## config.mk

```make
export PLATFORM = sky130hd
export DESIGN_NAME = slpm_luma
export DESIGN_NICKNAME = d
export VERILOG_FILES = /design/src/rtl/slpm_pkg.sv /design/src/rtl/slpm_luma.sv
export SDC_FILE = /design/constraint.sdc
export NUM_CORES = 1
export LEC_CHECK = 0
export ABC_CLOCK_PERIOD_IN_PS = 16600
export CAP_MARGIN = 20
export CORE_MARGIN = 1.5
export CORE_UTILIZATION = 50
export CTS_BUF_LIST = sky130_fd_sc_hd__clkbuf_8
export DETAILED_ROUTE_END_ITERATION = 10
export DONT_BUFFER_PORTS = 1
export PLACE_DENSITY_LB_ADDON = 0.2
export SLEW_MARGIN = 20
export SYNTH_ARGS = -nofsm -noshare
export SYNTH_HDL_FRONTEND = slang
export SYNTH_SLANG_ARGS = --single-unit
```

## constraint.sdc

```tcl
create_clock -name clk -period 16.6 [get_ports clk]
set_input_delay 3.32 -clock clk [delete_from_list [all_inputs] [get_ports clk]]
set_output_delay 3.32 -clock clk [all_outputs]
set_load 0.005 [all_outputs]
```

## src/rtl/slpm_pkg.sv

```systemverilog
`timescale 1ns / 1ps
// ----------------------------------------------------------------------------
// slpm_pkg: shared types and constants for the sharpen / luma / palette block
// Row store geometry, command and register codes, the sharpen kernel and the
// state types of the sequencer and of the brightness unit.
// ----------------------------------------------------------------------------
package slpm_pkg;

	// row store and palette geometry
	localparam int MAX_WIDTH     = 2048;
	localparam int PALETTE_DEPTH = 256;
	localparam int ADDR_W        = $clog2(MAX_WIDTH);
	localparam int WCNT_W        = $clog2(MAX_WIDTH + 1);
	localparam int PAL_AW        = $clog2(PALETTE_DEPTH);
	localparam int PIX_W         = 24;
	localparam int CFG_W         = 12;
	localparam int ROW_W         = 12;
	localparam int MAX_HEIGHT    = 4095;

	// brightness arithmetic, Q10 weights
	localparam int SUM_W   = 27;
	localparam int ROOT_SH = 5;
	localparam logic [9:0] WGT_R = 10'd306;
	localparam logic [9:0] WGT_G = 10'd601;
	localparam logic [9:0] WGT_B = 10'd147;
	localparam logic [SUM_W-1:0] BIT_START = SUM_W'(1) << (SUM_W - 1);

	// palette blue offset
	localparam logic [7:0] BLUE_OFS = 8'd25;

	// command codes carried in tuser
	localparam logic [1:0] CMD_PAL   = 2'd0;
	localparam logic [1:0] CMD_PIXEL = 2'd1;
	localparam logic [1:0] CMD_FLUSH = 2'd2;

	// configuration register indexes
	localparam logic REG_FRAME_WIDTH  = 1'b0;
	localparam logic REG_FRAME_HEIGHT = 1'b1;

	// configuration reset values
	localparam logic [CFG_W-1:0] WIDTH_RST  = 12'd640;
	localparam logic [CFG_W-1:0] HEIGHT_RST = 12'd480;

	typedef logic [PIX_W-1:0] pix_t;

	// main sequencer
	typedef enum logic [3:0] {
		ST_CLEAR, ST_IDLE,
		ST_P_RD0, ST_P_RD1, ST_P_RD2, ST_P_WR0, ST_P_WR1,
		ST_F_RD0, ST_F_RD1, ST_F_RD2, ST_F_RD3,
		ST_LUMA_GO, ST_LUMA_WAIT, ST_OUT
	} top_state_t;

	// brightness unit phases
	typedef enum logic [1:0] {LP_IDLE, LP_SQ, LP_SUM, LP_ROOT} luma_phase_t;

	// brightness unit status toward the sequencer
	typedef struct packed {
		logic       done;
		logic [7:0] lum;
	} luma_res_t;

	// 5*centre minus four neighbours per channel, clamped to 0..255
	function automatic pix_t sharpen(input pix_t c, input pix_t u, input pix_t d,
	                                 input pix_t l, input pix_t r);
		pix_t               res;
		logic signed [12:0] v;
		res = '0;
		for (int k = 0; k < 3; k++) begin
			v = 13'sd5 * $signed({5'd0, c[8*k +: 8]})
			    - $signed({5'd0, u[8*k +: 8]}) - $signed({5'd0, d[8*k +: 8]})
			    - $signed({5'd0, l[8*k +: 8]}) - $signed({5'd0, r[8*k +: 8]});
			if (v < 13'sd0)
				res[8*k +: 8] = 8'd0;
			else if (v > 13'sd255)
				res[8*k +: 8] = 8'd255;
			else
				res[8*k +: 8] = v[7:0];
		end
		return res;
	endfunction

endpackage

```

## src/rtl/slpm_luma.sv

```systemverilog
`timescale 1ns / 1ps
// ----------------------------------------------------------------------------
// slpm_luma: brightness of one sharpened pixel
// Squares, Q10 weighted sum, then a digit-by-digit square root, one result
// bit per cycle; result is floor(root/32) clamped to 255.
// ----------------------------------------------------------------------------
module slpm_luma (
	input  logic               clk,
	input  logic               arst_n,
	input  logic               start,
	input  slpm_pkg::pix_t     pix,
	output slpm_pkg::luma_res_t res
);

	slpm_pkg::luma_phase_t phase_q, phase_nx;
	slpm_pkg::pix_t        pix_s1;
	logic [15:0]           sqb_s2, sqg_s2, sqr_s2;
	logic [slpm_pkg::SUM_W-1:0] rem_q, root_q, bit_q, trial;
	logic [slpm_pkg::SUM_W-1:0] lum_wide;

	// next phase
	always_comb begin
		phase_nx = phase_q;
		unique case (phase_q)
			slpm_pkg::LP_IDLE: if (start) phase_nx = slpm_pkg::LP_SQ;
			slpm_pkg::LP_SQ:   phase_nx = slpm_pkg::LP_SUM;
			slpm_pkg::LP_SUM:  phase_nx = slpm_pkg::LP_ROOT;
			slpm_pkg::LP_ROOT: if (bit_q == '0) phase_nx = slpm_pkg::LP_IDLE;
			default:           phase_nx = slpm_pkg::LP_IDLE;
		endcase
	end

	always_ff @(posedge clk or negedge arst_n) begin
		if (!arst_n)
			phase_q <= slpm_pkg::LP_IDLE;
		else
			phase_q <= phase_nx;
	end

	// datapath: capture, squares, weighted sum, root iterations
	assign trial = root_q + bit_q;

	always_ff @(posedge clk) begin
		if (phase_q == slpm_pkg::LP_IDLE && start)
			pix_s1 <= pix;
		if (phase_q == slpm_pkg::LP_SQ) begin
			sqb_s2 <= pix_s1[7:0] * pix_s1[7:0];
			sqg_s2 <= pix_s1[15:8] * pix_s1[15:8];
			sqr_s2 <= pix_s1[23:16] * pix_s1[23:16];
		end
		if (phase_q == slpm_pkg::LP_SUM) begin
			rem_q  <= slpm_pkg::SUM_W'(sqr_s2 * slpm_pkg::WGT_R)
			          + slpm_pkg::SUM_W'(sqg_s2 * slpm_pkg::WGT_G)
			          + slpm_pkg::SUM_W'(sqb_s2 * slpm_pkg::WGT_B);
			root_q <= '0;
			bit_q  <= slpm_pkg::BIT_START;
		end
		if (phase_q == slpm_pkg::LP_ROOT && bit_q != '0) begin
			if (rem_q >= trial) begin
				rem_q  <= rem_q - trial;
				root_q <= (root_q >> 1) + bit_q;
			end else begin
				root_q <= root_q >> 1;
			end
			bit_q <= bit_q >> 2;
		end
	end

	// outputs
	assign lum_wide = root_q >> slpm_pkg::ROOT_SH;

	always_comb begin
		res.done = (phase_q == slpm_pkg::LP_ROOT) && (bit_q == '0);
		res.lum  = (lum_wide > slpm_pkg::SUM_W'(255)) ? 8'd255 : lum_wide[7:0];
	end

	// the root bit walks as a single one
	a_bit_onehot: assert property (@(posedge clk) disable iff (!arst_n)
		phase_q == slpm_pkg::LP_ROOT |-> $onehot0(bit_q))
		else $error("root bit not one-hot");
	// a new start is only taken while the unit is free
	a_start_idle: assert property (@(posedge clk) disable iff (!arst_n)
		start |-> phase_q == slpm_pkg::LP_IDLE)
		else $error("start while busy");
	// done is raised only after the root phase has run
	a_done_src: assert property (@(posedge clk) disable iff (!arst_n)
		res.done |-> $past(phase_q) == slpm_pkg::LP_ROOT)
		else $error("done without iterations");

endmodule

```

==> results.yml <==
route:
  drc: 0
  drtIter0Drc: 578
  routed_via_density: 5.310
  firstDrtPassIters: 5
  post_drt_wl_per_cell_um: 15.45
  wl_mm: 40.92
  ant_nets: 0
  num_vias: 14060
logic_synthesis:
  synth_area_leaders: "ha_1, fa_1, edfxtp_1"
  synth_edf_count: 109
  yosys.area.top_type_share_pct: 21.48
  yosys_warnings: 0
  ys_ff_latch: 139
  synth_cells: 2116
  yosysSeqAreaShare_pct: 19.27
  synthFlopType: "edfxtp_1"
  async_flop_share_pct: 1.439
  post-synth-top-area-cell: "ha_1"
  synthesis.area_sq_um: 20160
  synth_cell_types: 73
  synth.avg_cell_area_sq_um: 9.527
status:
  outcome: "finished clean"
layout:
  multiInputGateArea_sq_um: 14500
  drive_gt1_share_pct: 3.627
  fill_cells: 3637
  fin_nets: 2697
  final_common_cell: "inv_1"
  antenna_cells: 0
  final_cells: 2648
  ff_latch_area_sq_um: 3884
  final_cell_mix: "inv_1, ha_1, fa_1, nand2_1, edfxtp_1"
  syn2layout_area_growth_pct: 4.860
sta:
  grt_setup_unrepaired: "false"
  period_needed_ps: 7863
  finalCritPeriodShare_pct: 47.37
  tightest_slew_ps: 673.6
  finalWorstSetupSlack_ps: 8737
  skew_ps: 30.33
  setup_violations: 0
  relSlewSlack_pct: 54.71
  fin_tns_setup_ps: 0
  slew_violations: 0
  hold_violations: 0
  max_freq_mhz: 127.2
cts:
  cts_hold_buf: 0
  clockBufferDepth: 2
  cts.sinks: 139
  path_clk_slew_ps: 110
  cts_made_buffers: 17
  htreeDepth: 4
  ctsResizeCount: 0
  post_cts_buffers: 0
  clockRootBuffer: "clkbuf_8"
  insertion_delay_ps: 570
  cts_tree: "done"
critical_path:
  crit_start: "sqr_s2[6]"
  startpoint_type: "flop"
  r2r_setup_slack_ps: 8740
  setup.worst_path.end: "rem_q[25]"
  endpoint_kind: "flop"
  r2r-start: "sqr_s2[6]"
  cp_data_required_time_ps: 17050
  crit_top_cell: "fa_1"
  cp_max_fo: 6
  critPathSlowestCell: "fa_1"
  max_stage_delay_ps: 540
  crit_type: "flop to flop"
  worstPathArrival_ps: 8320
  crit-reg2reg-capture: "rem_q[25]"
  rr_worst_depth: 26
placed_design:
  port_buffers: 0
  gp_congestion: 0.8401
  place_ws_ps: 8676
  dp_hpwl_mm: 34.46
  dp.cells: 2616
grt:
  overflow: 0
  grt_pass1_vias: 14462
  grt_usage_pct: 21.38
  grt_pass1_wl_mm: 69.87
  grt_start_max_net_pins: 54
  antenna_found_initial: 0
floorplan:
  start_util_pct: 50.74
  rows: 73
  coreArea_sq_um: 39730
  die_height_um: 203.8
  die_w_um: 203.8
  pin_count: 36
  dieArea_sq_um: 41530
job:
  drv_cap: 0
hold_path:
  hold_path_class: "flop to flop"
## critical path: cells and delay by family, from the launching register on
kind / cells / cell delay, ps
XOR/XNOR: 1 / 80
buffers and inverters: 3 / 130
adder cells (fa/ha/maj): 10 / 4200
flip-flops: 1 / 490
AND/OR/NAND/NOR: 2 / 410
AO/OA/AOI/OAI: 10 / 2450
## metrics by stage
stage | instance area, sq um | util, % | hold slack, ps
after detailed placement | 20730 | 52.17 | 545.1
after CTS | 21130 | 53.17 | 558.9
after global routing | 21140 | 53.20 | 590.7
after global placement | 20730 | 52.17 | 523.5
after floorplan | 20180 | - | 498.4
final | 21140 | 53.20 | 556.2
## area by class of cell
type	count	share of cell area (%)
Clock buffer	17	1.107
Clock inverter	15	0.7754
Inverter	440	7.813
Multi-Input combinational cell	1506	68.61
Sequential cell	139	18.37
Tap cell	525	3.108
Timing Repair Buffer	6	0.2131
## metal layers
layer / track usage [%] / part of all wire, % / wire, um / vias up
li1: - / - / - / 6986
met5: 0.2381 / 0 / 0 / -
met2: 36.41 / 49 / 19900 / 156
met4: 8.545 / 2.9 / 1193 / 0
met3: 3.244 / 3.4 / 1375 / 57
met1: 27.18 / 45 / 18450 / 6861
## worst min-delay path by stage
stage / from / endpoint / slack (ps) / cells past startpoint
floorplan: rem_q[13] / rem_q[13] / 500 / 2
global placement: rem_q[5] / rem_q[5] / 520 / 2
detailed placement: rem_q[19] / rem_q[19] / 550 / 2
CTS: rem_q[19] / rem_q[19] / 560 / 2
global route: rem_q[8] / rem_q[8] / 590 / 2
finish: rem_q[4] / rem_q[4] / 560 / 2
## flip-flops by register name, indices dropped and copies added, names as in the netlist
signal / flops
rem_q: 27
root_q: 27
pix_s1: 24
sqb_s2: 15
sqg_s2: 15
sqr_s2: 15
bit_q: 14
phase_q: 2
## logic make-up after synthesis
family	Yosys count	share of synthesized area, %
XOR/XNOR	145	6.300
other	2	0.03726
multiplexers	20	1.018
AND/OR/NAND/NOR	420	10.13
AO/OA/AOI/OAI	353	11.51
adder cells (fa/ha/maj)	560	42.73
buffers and inverters	477	9.012
flip-flops	139	19.27
## cell usage after synthesis, types with 28 or more instances
master    instances
a21oi_1          93
and2_1           51
dfxtp_1          28
edfxtp_1        109
fa_1            214
ha_1            346
inv_1           440
nand2_1         124
nor2_1           97
nor2b_1          30
o21ai_0          71
xnor2_1          92
xor2_1           53
Power is not shown: default switching activity piles up to over one toggle a cycle in this logic, so the estimate is an artifact.
